==> config.mk <==
export PLATFORM = sky130hd
export DESIGN_NAME = nmea_rsa_sentence_parser
export DESIGN_NICKNAME = d
export VERILOG_FILES = /design/src/design/nrsa_pkg.sv /design/src/design/nmea_rsa_sentence_parser.sv /design/src/design/nrsa_byte_step.sv
export SDC_FILE = /design/constraint.sdc
export NUM_CORES = 1
export LEC_CHECK = 0
export ABC_AREA = 1
export BUFFER_PORTS_ARGS = -buffer_cell sky130_fd_sc_hd__buf_2
export CAP_MARGIN = 15
export CORE_UTILIZATION = 55
export DETAILED_ROUTE_END_ITERATION = 8
export PLACE_DENSITY_LB_ADDON = 0.15
export SLEW_MARGIN = 25
export SYNTH_ARGS = -nofsm -noshare
export SYNTH_HDL_FRONTEND = slang
export SYNTH_HIERARCHICAL = 1
export SYNTH_SLANG_ARGS = --single-unit
export TNS_END_PERCENT = 30
==> constraint.sdc <==
create_clock -name clk -period 4.7 [get_ports clk]
set_clock_uncertainty 0.2 [all_clocks]
set_input_delay 0.47 -clock clk [delete_from_list [all_inputs] [get_ports clk]]
set_output_delay 0.47 -clock clk [all_outputs]
set_load 0.05 [all_outputs]
==> src/design/nrsa_pkg.sv <==
// ----------------------------------------------------------------------------
// nrsa_pkg
// Shared types, character constants and field helpers for the RSA rudder
// sentence parser.
// ----------------------------------------------------------------------------
package nrsa_pkg;

  typedef enum logic [2:0] {
    FLD_HEADER,
    FLD_STBD_ANGLE,
    FLD_STATUS1,
    FLD_PORT_ANGLE,
    FLD_STATUS2,
    FLD_DONE
  } field_t;

  typedef enum logic [2:0] {
    RC_OK,
    RC_HEADER,
    RC_STBD_ANGLE,
    RC_STATUS1,
    RC_PORT_ANGLE,
    RC_STATUS2
  } rcode_t;

  localparam logic [7:0] CH_COMMA = 8'h2C;
  localparam logic [7:0] CH_STAR  = 8'h2A;
  localparam logic [7:0] CH_DOT   = 8'h2E;
  localparam logic [7:0] CH_ZERO  = 8'h30;
  localparam logic [7:0] CH_NINE  = 8'h39;
  localparam logic [7:0] CH_A     = 8'h41;
  localparam logic [7:0] CH_V     = 8'h56;
  localparam logic [7:0] CH_R     = 8'h52;
  localparam logic [7:0] CH_S     = 8'h53;

  localparam logic [2:0] HDR_LEN   = 3'd6;
  localparam logic [2:0] CHARS_MAX = 3'd7;

  // Parser control state; the angle accumulators travel separately because
  // their width is a module parameter.
  typedef struct packed {
    field_t     field_number;
    logic [2:0] chars_in_field;
    rcode_t     error_code;
    logic       header_match;
    logic       dot_seen;
    logic       status_char_ok;
    logic [1:0] status_flags;
  } parse_ctl_t;

  localparam parse_ctl_t CTL_RESET = '{
    field_number:   FLD_HEADER,
    chars_in_field: 3'd0,
    error_code:     RC_OK,
    header_match:   1'b1,
    dot_seen:       1'b0,
    status_char_ok: 1'b0,
    status_flags:   2'b00
  };

  // Error code reported when the given field fails.
  function automatic rcode_t field_code(field_t f);
    rcode_t r;
    case (f)
      FLD_HEADER:     r = RC_HEADER;
      FLD_STBD_ANGLE: r = RC_STBD_ANGLE;
      FLD_STATUS1:    r = RC_STATUS1;
      FLD_PORT_ANGLE: r = RC_PORT_ANGLE;
      FLD_STATUS2:    r = RC_STATUS2;
      default:        r = RC_OK;
    endcase
    return r;
  endfunction

  function automatic field_t field_after(field_t f);
    field_t r;
    case (f)
      FLD_HEADER:     r = FLD_STBD_ANGLE;
      FLD_STBD_ANGLE: r = FLD_STATUS1;
      FLD_STATUS1:    r = FLD_PORT_ANGLE;
      FLD_PORT_ANGLE: r = FLD_STATUS2;
      default:        r = FLD_DONE;
    endcase
    return r;
  endfunction

  // Expected header character at positions three to five (the "RSA" tail).
  function automatic logic [7:0] tail_char(logic [2:0] pos);
    logic [7:0] r;
    case (pos)
      3'd3:    r = CH_R;
      3'd4:    r = CH_S;
      3'd5:    r = CH_A;
      default: r = 8'h00;
    endcase
    return r;
  endfunction

  // Whether the currently open field passes when it is closed.
  function automatic logic close_ok(parse_ctl_t c);
    logic r;
    case (c.field_number)
      FLD_HEADER:     r = c.header_match && (c.chars_in_field == HDR_LEN);
      FLD_STBD_ANGLE,
      FLD_PORT_ANGLE: r = (c.chars_in_field != 3'd0);
      FLD_STATUS1,
      FLD_STATUS2:    r = (c.chars_in_field == 3'd1) && c.status_char_ok;
      default:        r = 1'b1;
    endcase
    return r;
  endfunction

endpackage

==> src/design/nmea_rsa_sentence_parser.sv <==
// ----------------------------------------------------------------------------
// nmea_rsa_sentence_parser
// Parses an RSA rudder sentence one character per cycle unless stalled and
// reports the first failing field together with the angles and status flags.
//
//   channel  direction  handshake              payload
//   input    sink       in_valid / in_ready    data_byte, end_of_sentence
//   output   source     out_valid / out_ready  result_code, starboard_angle,
//                                              starboard_status_a, port_angle,
//                                              port_status_a
//
// One character per cycle unless stalled; a character goes through an input
// register and one pass of parse logic, and the result of the end character
// is stored in the result register. Only the end character produces a result.
// Synchronous reset clears the parser to the start of a header field.
// Characters keep flowing while a result waits; the input stalls only when
// an end character meets a result register that is full and not being taken.
// ----------------------------------------------------------------------------
module nmea_rsa_sentence_parser
  import nrsa_pkg::*;
#(
  parameter int ANGLE_WIDTH = 16
) (
  input  logic                   clk,
  input  logic                   rst,
  input  logic                   in_valid,
  output logic                   in_ready,
  input  logic [7:0]             data_byte,
  input  logic                   end_of_sentence,
  output logic                   out_valid,
  input  logic                   out_ready,
  output logic [2:0]             result_code,
  output logic [ANGLE_WIDTH-1:0] starboard_angle,
  output logic                   starboard_status_a,
  output logic [ANGLE_WIDTH-1:0] port_angle,
  output logic                   port_status_a
);

  logic                   in_q_valid;
  logic [7:0]             in_q_byte;
  logic                   in_q_eos;
  logic                   advance;

  parse_ctl_t             ctl;
  logic [ANGLE_WIDTH-1:0] stbd_acc;
  logic [ANGLE_WIDTH-1:0] port_acc;
  parse_ctl_t             ctl_next;
  logic [ANGLE_WIDTH-1:0] stbd_acc_next;
  logic [ANGLE_WIDTH-1:0] port_acc_next;

  rcode_t                 res_code;
  logic [ANGLE_WIDTH-1:0] res_stbd_angle;
  logic                   res_stbd_a;
  logic [ANGLE_WIDTH-1:0] res_port_angle;
  logic                   res_port_a;

  // A plain character never needs the result register.
  assign advance  = in_q_valid && (!in_q_eos || !out_valid || out_ready);
  assign in_ready = !in_q_valid || advance;

  nrsa_byte_step #(
    .ANGLE_WIDTH(ANGLE_WIDTH)
  ) u_step (
    .ctl_cur        (ctl),
    .stbd_cur       (stbd_acc),
    .port_cur       (port_acc),
    .data_byte      (in_q_byte),
    .end_of_sentence(in_q_eos),
    .ctl_next       (ctl_next),
    .stbd_next      (stbd_acc_next),
    .port_next      (port_acc_next),
    .res_code       (res_code),
    .res_stbd_angle (res_stbd_angle),
    .res_stbd_a     (res_stbd_a),
    .res_port_angle (res_port_angle),
    .res_port_a     (res_port_a)
  );

  always_ff @(posedge clk) begin
    if (rst) begin
      in_q_valid <= 1'b0;
    end else if (in_ready) begin
      in_q_valid <= in_valid;
    end
    if (in_ready && in_valid) begin
      in_q_byte <= data_byte;
      in_q_eos  <= end_of_sentence;
    end
  end

  always_ff @(posedge clk) begin
    if (rst) begin
      ctl      <= CTL_RESET;
      stbd_acc <= '0;
      port_acc <= '0;
    end else if (advance) begin
      ctl      <= ctl_next;
      stbd_acc <= stbd_acc_next;
      port_acc <= port_acc_next;
    end
  end

  always_ff @(posedge clk) begin
    if (rst) begin
      out_valid <= 1'b0;
    end else if (advance && in_q_eos) begin
      out_valid <= 1'b1;
    end else if (out_ready) begin
      out_valid <= 1'b0;
    end
    if (advance && in_q_eos) begin
      result_code        <= 3'(res_code);
      starboard_angle    <= res_stbd_angle;
      starboard_status_a <= res_stbd_a;
      port_angle         <= res_port_angle;
      port_status_a      <= res_port_a;
    end
  end

  a_ready_when_empty: assert property (@(posedge clk) disable iff (rst)
    !out_valid |-> in_ready)
    else $error("input stalled while the result register is empty");

  a_restart_after_end: assert property (@(posedge clk) disable iff (rst)
    (advance && in_q_eos) |=> (ctl.field_number == FLD_HEADER &&
                               ctl.error_code == RC_OK && stbd_acc == '0))
    else $error("parser did not restart after an end character");

  a_stbd_gated: assert property (@(posedge clk) disable iff (rst)
    (out_valid && (result_code == 3'(RC_HEADER) || result_code == 3'(RC_STBD_ANGLE)))
      |-> (starboard_angle == '0 && port_angle == '0))
    else $error("angle reported for a field that did not pass");

  a_port_flag_gated: assert property (@(posedge clk) disable iff (rst)
    (out_valid && result_code != 3'(RC_OK)) |-> !port_status_a)
    else $error("port status reported on a failed sentence");

endmodule

==> src/design/nrsa_byte_step.sv <==
// ----------------------------------------------------------------------------
// nrsa_byte_step
// Combinational update of the parser state for one character, plus the
// sentence verdict and gated values when the character ends the sentence.
// ----------------------------------------------------------------------------
module nrsa_byte_step
  import nrsa_pkg::*;
#(
  parameter int ANGLE_WIDTH = 16
) (
  input  parse_ctl_t             ctl_cur,
  input  logic [ANGLE_WIDTH-1:0] stbd_cur,
  input  logic [ANGLE_WIDTH-1:0] port_cur,
  input  logic [7:0]             data_byte,
  input  logic                   end_of_sentence,
  output parse_ctl_t             ctl_next,
  output logic [ANGLE_WIDTH-1:0] stbd_next,
  output logic [ANGLE_WIDTH-1:0] port_next,
  output rcode_t                 res_code,
  output logic [ANGLE_WIDTH-1:0] res_stbd_angle,
  output logic                   res_stbd_a,
  output logic [ANGLE_WIDTH-1:0] res_port_angle,
  output logic                   res_port_a
);

  localparam int SUM_WIDTH = ANGLE_WIDTH + 4;

  parse_ctl_t             ctl;
  logic [ANGLE_WIDTH-1:0] stbd;
  logic [ANGLE_WIDTH-1:0] port;
  logic [ANGLE_WIDTH-1:0] acc_sel;
  logic [ANGLE_WIDTH-1:0] acc_new;
  logic [SUM_WIDTH-1:0]   acc_sum;
  logic [7:0]             delim;
  logic                   is_digit;
  logic                   fin_ok;
  logic                   stbd_pass;
  logic                   stat1_pass;
  logic                   port_pass;

  assign is_digit = (data_byte >= CH_ZERO) && (data_byte <= CH_NINE);
  assign acc_sel  = (ctl_cur.field_number == FLD_STBD_ANGLE) ? stbd_cur : port_cur;

  // acc * 10 + digit, built from two shifts; saturates at all ones.
  assign acc_sum = ({4'b0000, acc_sel} << 3) + ({4'b0000, acc_sel} << 1)
                 + {{ANGLE_WIDTH{1'b0}}, data_byte[3:0]};
  assign acc_new = (|acc_sum[SUM_WIDTH-1:ANGLE_WIDTH]) ? {ANGLE_WIDTH{1'b1}}
                                                      : acc_sum[ANGLE_WIDTH-1:0];

  always_comb begin
    ctl   = ctl_cur;
    stbd  = stbd_cur;
    port  = port_cur;
    delim = (ctl_cur.field_number == FLD_STATUS2) ? CH_STAR : CH_COMMA;

    if (ctl_cur.error_code == RC_OK && ctl_cur.field_number != FLD_DONE) begin
      if (data_byte == delim) begin
        if (close_ok(ctl_cur)) begin
          ctl.field_number   = field_after(ctl_cur.field_number);
          ctl.chars_in_field = 3'd0;
          ctl.dot_seen       = 1'b0;
          ctl.status_char_ok = 1'b0;
        end else begin
          ctl.error_code = field_code(ctl_cur.field_number);
        end
      end else begin
        case (ctl_cur.field_number)
          FLD_HEADER: begin
            if (ctl_cur.chars_in_field >= 3'd3 && ctl_cur.chars_in_field <= 3'd5 &&
                data_byte != tail_char(ctl_cur.chars_in_field)) begin
              ctl.header_match = 1'b0;
            end
          end
          FLD_STBD_ANGLE, FLD_PORT_ANGLE: begin
            if (is_digit) begin
              if (!ctl_cur.dot_seen) begin
                if (ctl_cur.field_number == FLD_STBD_ANGLE) begin
                  stbd = acc_new;
                end else begin
                  port = acc_new;
                end
              end
            end else if (data_byte == CH_DOT) begin
              ctl.dot_seen = 1'b1;
            end else begin
              ctl.error_code = field_code(ctl_cur.field_number);
            end
          end
          FLD_STATUS1, FLD_STATUS2: begin
            if (ctl_cur.chars_in_field == 3'd0) begin
              ctl.status_char_ok = (data_byte == CH_A) || (data_byte == CH_V);
              if (ctl_cur.field_number == FLD_STATUS1) begin
                ctl.status_flags[0] = (data_byte == CH_A);
              end else begin
                ctl.status_flags[1] = (data_byte == CH_A);
              end
            end
          end
          default: begin
          end
        endcase
        // Every character that did not raise an error counts toward the field, up to CHARS_MAX.
        if (ctl.error_code == RC_OK && ctl_cur.chars_in_field != CHARS_MAX) begin
          ctl.chars_in_field = ctl_cur.chars_in_field + 3'd1;
        end
      end
    end
  end

  // Verdict at the end byte: an open field is closed, and if it passes the
  // next missing field is the one reported.
  assign fin_ok = close_ok(ctl);

  always_comb begin
    if (ctl.error_code != RC_OK) begin
      res_code = ctl.error_code;
    end else if (ctl.field_number == FLD_DONE) begin
      res_code = RC_OK;
    end else if (!fin_ok) begin
      res_code = field_code(ctl.field_number);
    end else begin
      res_code = field_code(field_after(ctl.field_number));
    end
  end

  assign stbd_pass  = (res_code == RC_OK) || (res_code == RC_STATUS1) ||
                      (res_code == RC_PORT_ANGLE) || (res_code == RC_STATUS2);
  assign stat1_pass = (res_code == RC_OK) || (res_code == RC_PORT_ANGLE) ||
                      (res_code == RC_STATUS2);
  assign port_pass  = (res_code == RC_OK) || (res_code == RC_STATUS2);

  assign res_stbd_angle = stbd_pass ? stbd : '0;
  assign res_stbd_a     = stat1_pass & ctl.status_flags[0];
  assign res_port_angle = port_pass ? port : '0;
  assign res_port_a     = (res_code == RC_OK) & ctl.status_flags[1];

  // The parser starts over after every sentence.
  assign ctl_next  = end_of_sentence ? CTL_RESET : ctl;
  assign stbd_next = end_of_sentence ? '0 : stbd;
  assign port_next = end_of_sentence ? '0 : port;

endmodule

### After elaboration in Yosys (flattened, before gate mapping)

Cells that the tools add are included.

| storage, ports and cells | value |
|---|---|
| bits in registers | 94 |
| logic and storage cells | 167 |
| input bits | 13 |
| output and inout bits | 39 |

| operators by class | value |
|---|---|
| order comparisons | 4 |
| multiplexer cells | 63 |
| bitwise gates (word level) | 2 |
| eq/ne operators | 32 |
| reductions and logical operators | 45 |
| add/sub/neg operators | 3 |

Operator list:

| cell | number |
|---|---|
| 16-bit two-way mux | 16 |
| 3-bit two-way mux | 17 |
| 3-bit one-hot mux with 5 select lines | 3 |
| 3-bit == test (second input constant) | 10 |
| 14-bit two-way mux | 2 |
| 3-bit by 2-bit == test with 1-bit output (second input constant) | 8 |
| 8-bit two-way mux | 3 |
| 3-bit one-hot mux with 4 select lines | 2 |
| 3-bit zero test | 7 |
| 7-bit one-hot mux with 3 select lines | 1 |
| 19-bit by 17-bit adder with 20-bit output | 1 |
| 20-bit by 4-bit adder with 20-bit output | 1 |
| 8-bit by 7-bit == test with 1-bit output (second input constant) | 2 |
| 3-bit by 1-bit == test with 1-bit output (second input constant) | 5 |
| 3-bit nonzero test | 5 |
| 1-bit logical AND | 12 |
| 1-bit two-way mux | 12 |
| 6-bit two-way mux | 2 |
| 3-bit != test (second input constant) | 4 |
| 1-bit logical OR | 10 |
| 8-bit by 6-bit == test with 1-bit output (second input constant) | 1 |
| 8-bit == test | 1 |
| 8-bit by 6-bit >= comparator with 1-bit output (second input constant) | 1 |
| 8-bit by 6-bit <= comparator with 1-bit output (second input constant) | 1 |
| 12 further kinds | 22 |

### Longest topological paths before layout

| depth | value |
|---|---|
| depth in word-level cells | 27 |
| mapped depth | 33 |
| mapped depth without buffers | 32 |

### By module

The synthesis kept the hierarchy.

Modules (own cells, without submodules):

| module | area each (um2) | times used | sequential area each (um2) | cells an instance |
|---|---|---|---|---|
| nmea_rsa_sentence_parser | 3559.7 | 1 | 2342.2 | 363 |
| nrsa_byte_step | 3238.1 | 1 | 0.0 | 568 |

### Worst setup path before layout

OpenSTA, ideal clock, no wires.

| timing path | value |
|---|---|
| path type | register -> register |
| start point | register ctl[11] in the netlist's numbering |
| end point | register port_acc[5] |
| data arrival time | 4.196 ns |
| path buffers | 1 |
| clock period less this slack | 4.460 ns |
| path slack | 0.240 ns |
| cell stages (with the launch flop) | 28 |
| setup time | 0.064 ns |
| cells stage by stage | dfxtp_1 -> nand2_2 -> nor2_4 -> inv_2 -> o21ai_0 -> inv_1 -> fa_1 -> inv_1 -> fa_1 -> a21oi_1 -> o21ai_0 -> nand2_1 -> nand2_1 -> a21oi_1 -> o21ai_0 -> a31oi_1 -> xnor2_1 -> a21oi_1 -> nand2_1 -> clkinv_1 -> buf_2 -> nand3_1 -> o21ai_0 -> nor2_1 -> inv_1 -> nand3_1 -> nand2_1 -> nor2_1 |

| between the ends | value |
|---|---|
| longest elaborated chain between the ends | 13 |
| elaborated cells on any way between the ends | 20 |
| those cells by class | add/sub (2); eq/ne (5); mux (10); reduce/logical (3) |

RTL lines:

| item | line | RTL |
|---|---|---|
| start, declared | nmea_rsa_sentence_parser.sv:44 | `parse_ctl_t ctl;` |
| start signal, assigned | nmea_rsa_sentence_parser.sv:97 | `ctl <= ctl_next;` |
| 3-bit by 1-bit == test with 1-bit output | nrsa_byte_step.sv:42, nrsa_byte_step.sv:67, nrsa_byte_step.sv:77 |  |
| 16-bit two-way mux | nrsa_byte_step.sv:42 | `assign acc_sel = (ctl_cur.field_number == FLD_STBD_ANGLE) ? stbd_cur : port_cur;` |
| 19-bit by 17-bit adder with 20-bit output | nrsa_byte_step.sv:45 | `assign acc_sum = ({4'b0000, acc_sel} << 3) + ({4'b0000, acc_sel} << 1)` |
| 20-bit by 4-bit adder with 20-bit output | nrsa_byte_step.sv:46 | `+ {{ANGLE_WIDTH{1'b0}}, data_byte[3:0]};` |
| 4-bit OR reduction | nrsa_byte_step.sv:47 | `assign acc_new = (\|acc_sum[SUM_WIDTH-1:ANGLE_WIDTH]) ? {ANGLE_WIDTH{1'b1}}` |
| 16-bit two-way mux | nrsa_byte_step.sv:47 |  |
| 16-bit two-way mux | nrsa_byte_step.sv:77 | `if (ctl_cur.field_number == FLD_STBD_ANGLE) begin` |
| 16-bit two-way mux | nrsa_byte_step.sv:76 | `if (!ctl_cur.dot_seen) begin` |
| 16-bit two-way mux | nrsa_byte_step.sv:75 | `if (is_digit) begin` |
| 16-bit two-way mux | nrsa_byte_step.sv:67 | `case (ctl_cur.field_number)` |
| 16-bit two-way mux | nrsa_byte_step.sv:57 | `if (data_byte == delim) begin` |
| 16-bit two-way mux * | nrsa_byte_step.sv:56 | `if (ctl_cur.error_code == RC_OK && ctl_cur.field_number != FLD_DONE) begin` |
| 16-bit two-way mux * | nrsa_byte_step.sv:140 | `assign port_next = end_of_sentence ? '0 : port;` |
| net port_acc_next[5] | nmea_rsa_sentence_parser.sv:49 | `logic [ANGLE_WIDTH-1:0] port_acc_next;` |
| end signal, assigned | nmea_rsa_sentence_parser.sv:99 | `port_acc <= port_acc_next;` |
| end, declared | nmea_rsa_sentence_parser.sv:46 | `logic [ANGLE_WIDTH-1:0] port_acc;` |

Mark *: on every way through the listed nets, which the timed path passes. The rest lies on a longest branch.
A chain may end at the register's enable or synchronous reset.

### Worst setup path in the final report

| timing path | value |
|---|---|
| start point | register ctl[13] in the netlist's numbering |
| end point | register stbd_acc[12] |

| between the ends | value |
|---|---|
| longest elaborated chain between the ends | 13 |
| elaborated cells on any way between the ends | 20 |
| those cells by class | add/sub (2); eq/ne (5); mux (10); reduce/logical (3) |

RTL lines:

| item | line | RTL |
|---|---|---|
| 3-bit by 1-bit == test with 1-bit output | nrsa_byte_step.sv:42, nrsa_byte_step.sv:67, nrsa_byte_step.sv:77 |  |
| 16-bit two-way mux | nrsa_byte_step.sv:42 |  |
| 19-bit by 17-bit adder with 20-bit output | nrsa_byte_step.sv:45 |  |
| 20-bit by 4-bit adder with 20-bit output | nrsa_byte_step.sv:46 |  |
| 4-bit OR reduction | nrsa_byte_step.sv:47 |  |
| 16-bit two-way mux | nrsa_byte_step.sv:47 |  |
| 16-bit two-way mux | nrsa_byte_step.sv:77 |  |
| 16-bit two-way mux | nrsa_byte_step.sv:76 |  |
| 16-bit two-way mux | nrsa_byte_step.sv:75 |  |
| 16-bit two-way mux | nrsa_byte_step.sv:67 |  |
| 16-bit two-way mux | nrsa_byte_step.sv:57 |  |
| 16-bit two-way mux * | nrsa_byte_step.sv:56 |  |
| 16-bit two-way mux * | nrsa_byte_step.sv:139 | `assign stbd_next = end_of_sentence ? '0 : stbd;` |
| net stbd_acc_next[12] | nmea_rsa_sentence_parser.sv:48 | `logic [ANGLE_WIDTH-1:0] stbd_acc_next;` |
| end signal, assigned | nmea_rsa_sentence_parser.sv:98 | `stbd_acc <= stbd_acc_next;` |
| end, declared | nmea_rsa_sentence_parser.sv:45 | `logic [ANGLE_WIDTH-1:0] stbd_acc;` |

Marks and branches as above.

==> impl_metrics.tcl <==
set metrics [dict create \
    status "finished, final reports clean" \
    grt_pass1_wl_mm 27.0 \
    cp.required_ps 4780 \
    port_buffers 51 \
    synth-edff-count 46 \
    pwr-share-comb 0.277 \
    synthesis.area_um2 6800 \
    slowest_delay_ps 470 \
    synthCells 931 \
    slew_violations 0 \
    clockRootBuffer "clkbuf_16" \
    diodes 0 \
    worst_slew_pin_slew_ps 917 \
    fp.coreArea_um2 12000 \
    fp.dieW_um 113 \
    htreeDepth 3 \
    crit_path_frequent_cell "nand2_1" \
    p_per_area_nw_per_um2 303 \
    grt_start_max_net_pins 93 \
    syn_to_final_growth_pct 11.5 \
    synth-seq-cells 94 \
    fmax_mhz 226 \
    p_seq_frac 0.409 \
    critPathKind "flip-flop to flip-flop" \
    post-route-min-period_ps 4430 \
    fin_tns_setup_ps 0 \
    syn_nets 983 \
    grt-ovfl-total 0 \
    clkLatencyLatePin_ps 350 \
    wl_met3_mm 1.29 \
    drcViolationCount 0 \
    p_sw_w 0.000821 \
    cts_buffers 9 \
    final_cells 1130 \
    critPathLaunchType "flip-flop" \
    crit_arrival_ps 4520 \
    cap_viol_max_count 0 \
    slew_headroom 0.389 \
    p_total_w 0.00230 \
    cts_tree "built" \
    fin_crit_sh 0.943 \
    ioPinCount 52 \
    routed_wl_mm 16.5 \
    yosysSeqAreaShare 0.345 \
    hold_depth 2 \
    cts_hold_buf 0 \
    switching_share 0.357 \
    cts.sinks 94 \
    p_clk_frac 0.314 \
    synth_warnings 6 \
    path_clk_slew_ps 70 \
    fin_nets 1030 \
    drive_above_1_share 0.180 \
    start_util 0.566 \
    vias 6205 \
    dieArea_um2 12800 \
    vias_per_cell 5.49 \
    finalHoldViolCount 0 \
    first_pass_iters 5 \
    fp.dieH_um 113 \
    ys.flop_type "dfxtp_1" \
    rows 40 \
    slowest_stage "fa_1" \
    dp.cells 1110 \
    clk_path_buf_depth 2 \
    globalplace.congestion 0.923 \
    p_leak_nw 3.31 \
    antenna_found_initial 0 \
    hold_slack_ps 72.6 \
    hold_class "primary input to flip-flop" \
    hpwl_mm 11.4 \
    setup_viol 0 \
    path_max_fanout 17 \
    fill_cells 1127 \
    ys_types 51 \
    avgSynthCellArea_um2 7.30 \
    postRouteAntennaNets 0 \
    topRoutingLayerUsed "met4" \
    vdd_drop_max_mv 0.158 \
    endpoint_kind "flip-flop" \
    p_int_w 0.00148 \
    wl_per_cell_um 14.6 \
    grt_pass1_vias 5356 \
    rr_worst_depth 28 \
    wl_met1_mm 8.06 \
    dr_wl_met2_mm 6.98 \
    gr-usage-all-layers 0.266 \
    drtIter0Drc 508 \
    async_flop_share 0 \
]
worst max-delay path, delay by kind of cell (launching register included):
family                   cells  cell delay [ps]
adder cells (fa/ha/maj)      2              930
flip-flops                   1              320
AO/OA/AOI/OAI                8             1110
XOR/XNOR                     1              140
AND/OR/NAND/NOR             10              990
buffers and inverters        7              660
area by class of cell:
cell class                 instances  area, um^2  share of cell area
sequential                        94        2340               0.309
tap                              147         184              0.0243
clock inverter                     7        63.8             0.00842
clock buffer                       9         225              0.0297
inverter                         121         460              0.0608
timing repair buffer              81         518              0.0684
multi-input combinational        671        3780               0.499
per-layer routing:
layer	track usage	vias up
li1	-	3151
met1	0.401	2794
met2	0.381	248
met3	0.0611	12
met4	0.0667	0
met5	0	-
power by group through the flow:
stage          clock, W  sequential [W]  combinational [W]
2_1_floorplan         0        0.000974           0.000469
3_3_place_gp          0        0.000957           0.000597
3_5_place_dp          0        0.000958           0.000601
4_1_cts        0.000734        0.000939           0.000603
5_1_grt        0.000766        0.000947           0.000700
6_report       0.000721        0.000941           0.000636
state kept, by name, indices dropped and copies added (netlist names):
| signal | flops |
|---|---|
| in_q_valid | 1 |
| port_angle | 16 |
| result_code | 3 |
| port_acc | 16 |
| starboard_angle | 16 |
| in_q_eos | 1 |
| port_status_a | 1 |
| starboard_status_a | 1 |
| out_valid | 1 |
| in_q_byte | 8 |
| ctl | 14 |
| stbd_acc | 16 |
layout by cell type (no fill, tap or decap), types with 2 or more instances in the layout:
master / instances
nand2_1: 163
nor2_1: 133
inv_1: 114
nand3_1: 97
a21oi_1: 78
buf_2: 51
dfxtp_1: 47
edfxtp_1: 46
o21ai_0: 42
ha_1: 36
buf_4: 26
a21oi_2: 14
nor2_4: 12
clkbuf_16: 10
nand2_2: 10
o21ai_2: 10
xnor2_1: 9
nand3_2: 7
xor2_1: 7
nand4_1: 6
o211ai_1: 6
o21ai_1: 4
inv_8: 3
inv_2: 3
nand3_4: 3
nor3_1: 3
or2_2: 3
nor4_1: 3
clkinv_2: 2
inv_4: 2
a31oi_2: 2
o21ai_4: 2
nand2_4: 2
a31oi_1: 2
mux2i_1: 2
fa_1: 2
buf_6: 2
final timing paths:
| kind | start | to | slack (ps) |
|---|---|---|---|
| worst max-delay path | ctl[13] | stbd_acc[12] | 270 |
| worst min-delay path | rst | in_q_valid | 70 |
| worst max register to register | ctl[13] | stbd_acc[12] | 270 |
| worst min register to register | ctl[1] | ctl[1] | 280 |
through the flow:
stage / util / setup slack, ps / cell area (um^2)
after floorplan: - / 240 / 6800
after global placement: 0.594 / 274 / 7130
after detailed placement: 0.594 / 242 / 7130
after CTS: 0.618 / 220 / 7420
after global routing: 0.631 / -73.0 / 7580
final: 0.631 / 267 / 7580
kinds of logic (layout without fill, tap and decap cells):
kind of cell             after synthesis  after routing  share of synthesized area
AND/OR/NAND/NOR                      446            446                      0.304
buffers and inverters                166            218                      0.112
XOR/XNOR                              16             16                     0.0206
flip-flops                            94             94                      0.345
AO/OA/AOI/OAI                        167            167                      0.141
adder cells (fa/ha/maj)               39             39                     0.0740
multiplexers                           3              3                    0.00442
what timing repair did:
item                       CTS  global route
setup endpoints to repair    0            64
gates resized for setup      0            39
buffers inserted             0             3
Yosys cell counts, types with 2 or more instances:
master    number  area [um^2]
a21oi_1       82          410
a21oi_2       10         87.6
a31oi_1        2         12.5
a31oi_2        2         25.0
buf_2         12         60.1
buf_6         12          135
clkbuf_1      16         60.1
dfxtp_1       48          961
edfxtp_1      46         1380
fa_1           2         40.0
ha_1          37          463
inv_1        114          428
inv_2          4         15.0
mux2i_1        3         30.0
nand2_1      163          612
nand2_2       10         62.6
nand2_4        2         22.5
nand3_1       97          485
nand3_2        7         70.1
nand3_4        3         52.6
nand4_1        6         37.5
nor2_1       133          499
nor2_4        12          135
nor3_1         3         15.0
nor4_1         3         18.8
o211ai_1       6         45.0
o21ai_0       56          280
or2_2          3         18.8
xnor2_1        9         78.8
xor2_1         7         61.3
No activity file was read; power rests on OpenSTA's default activity.
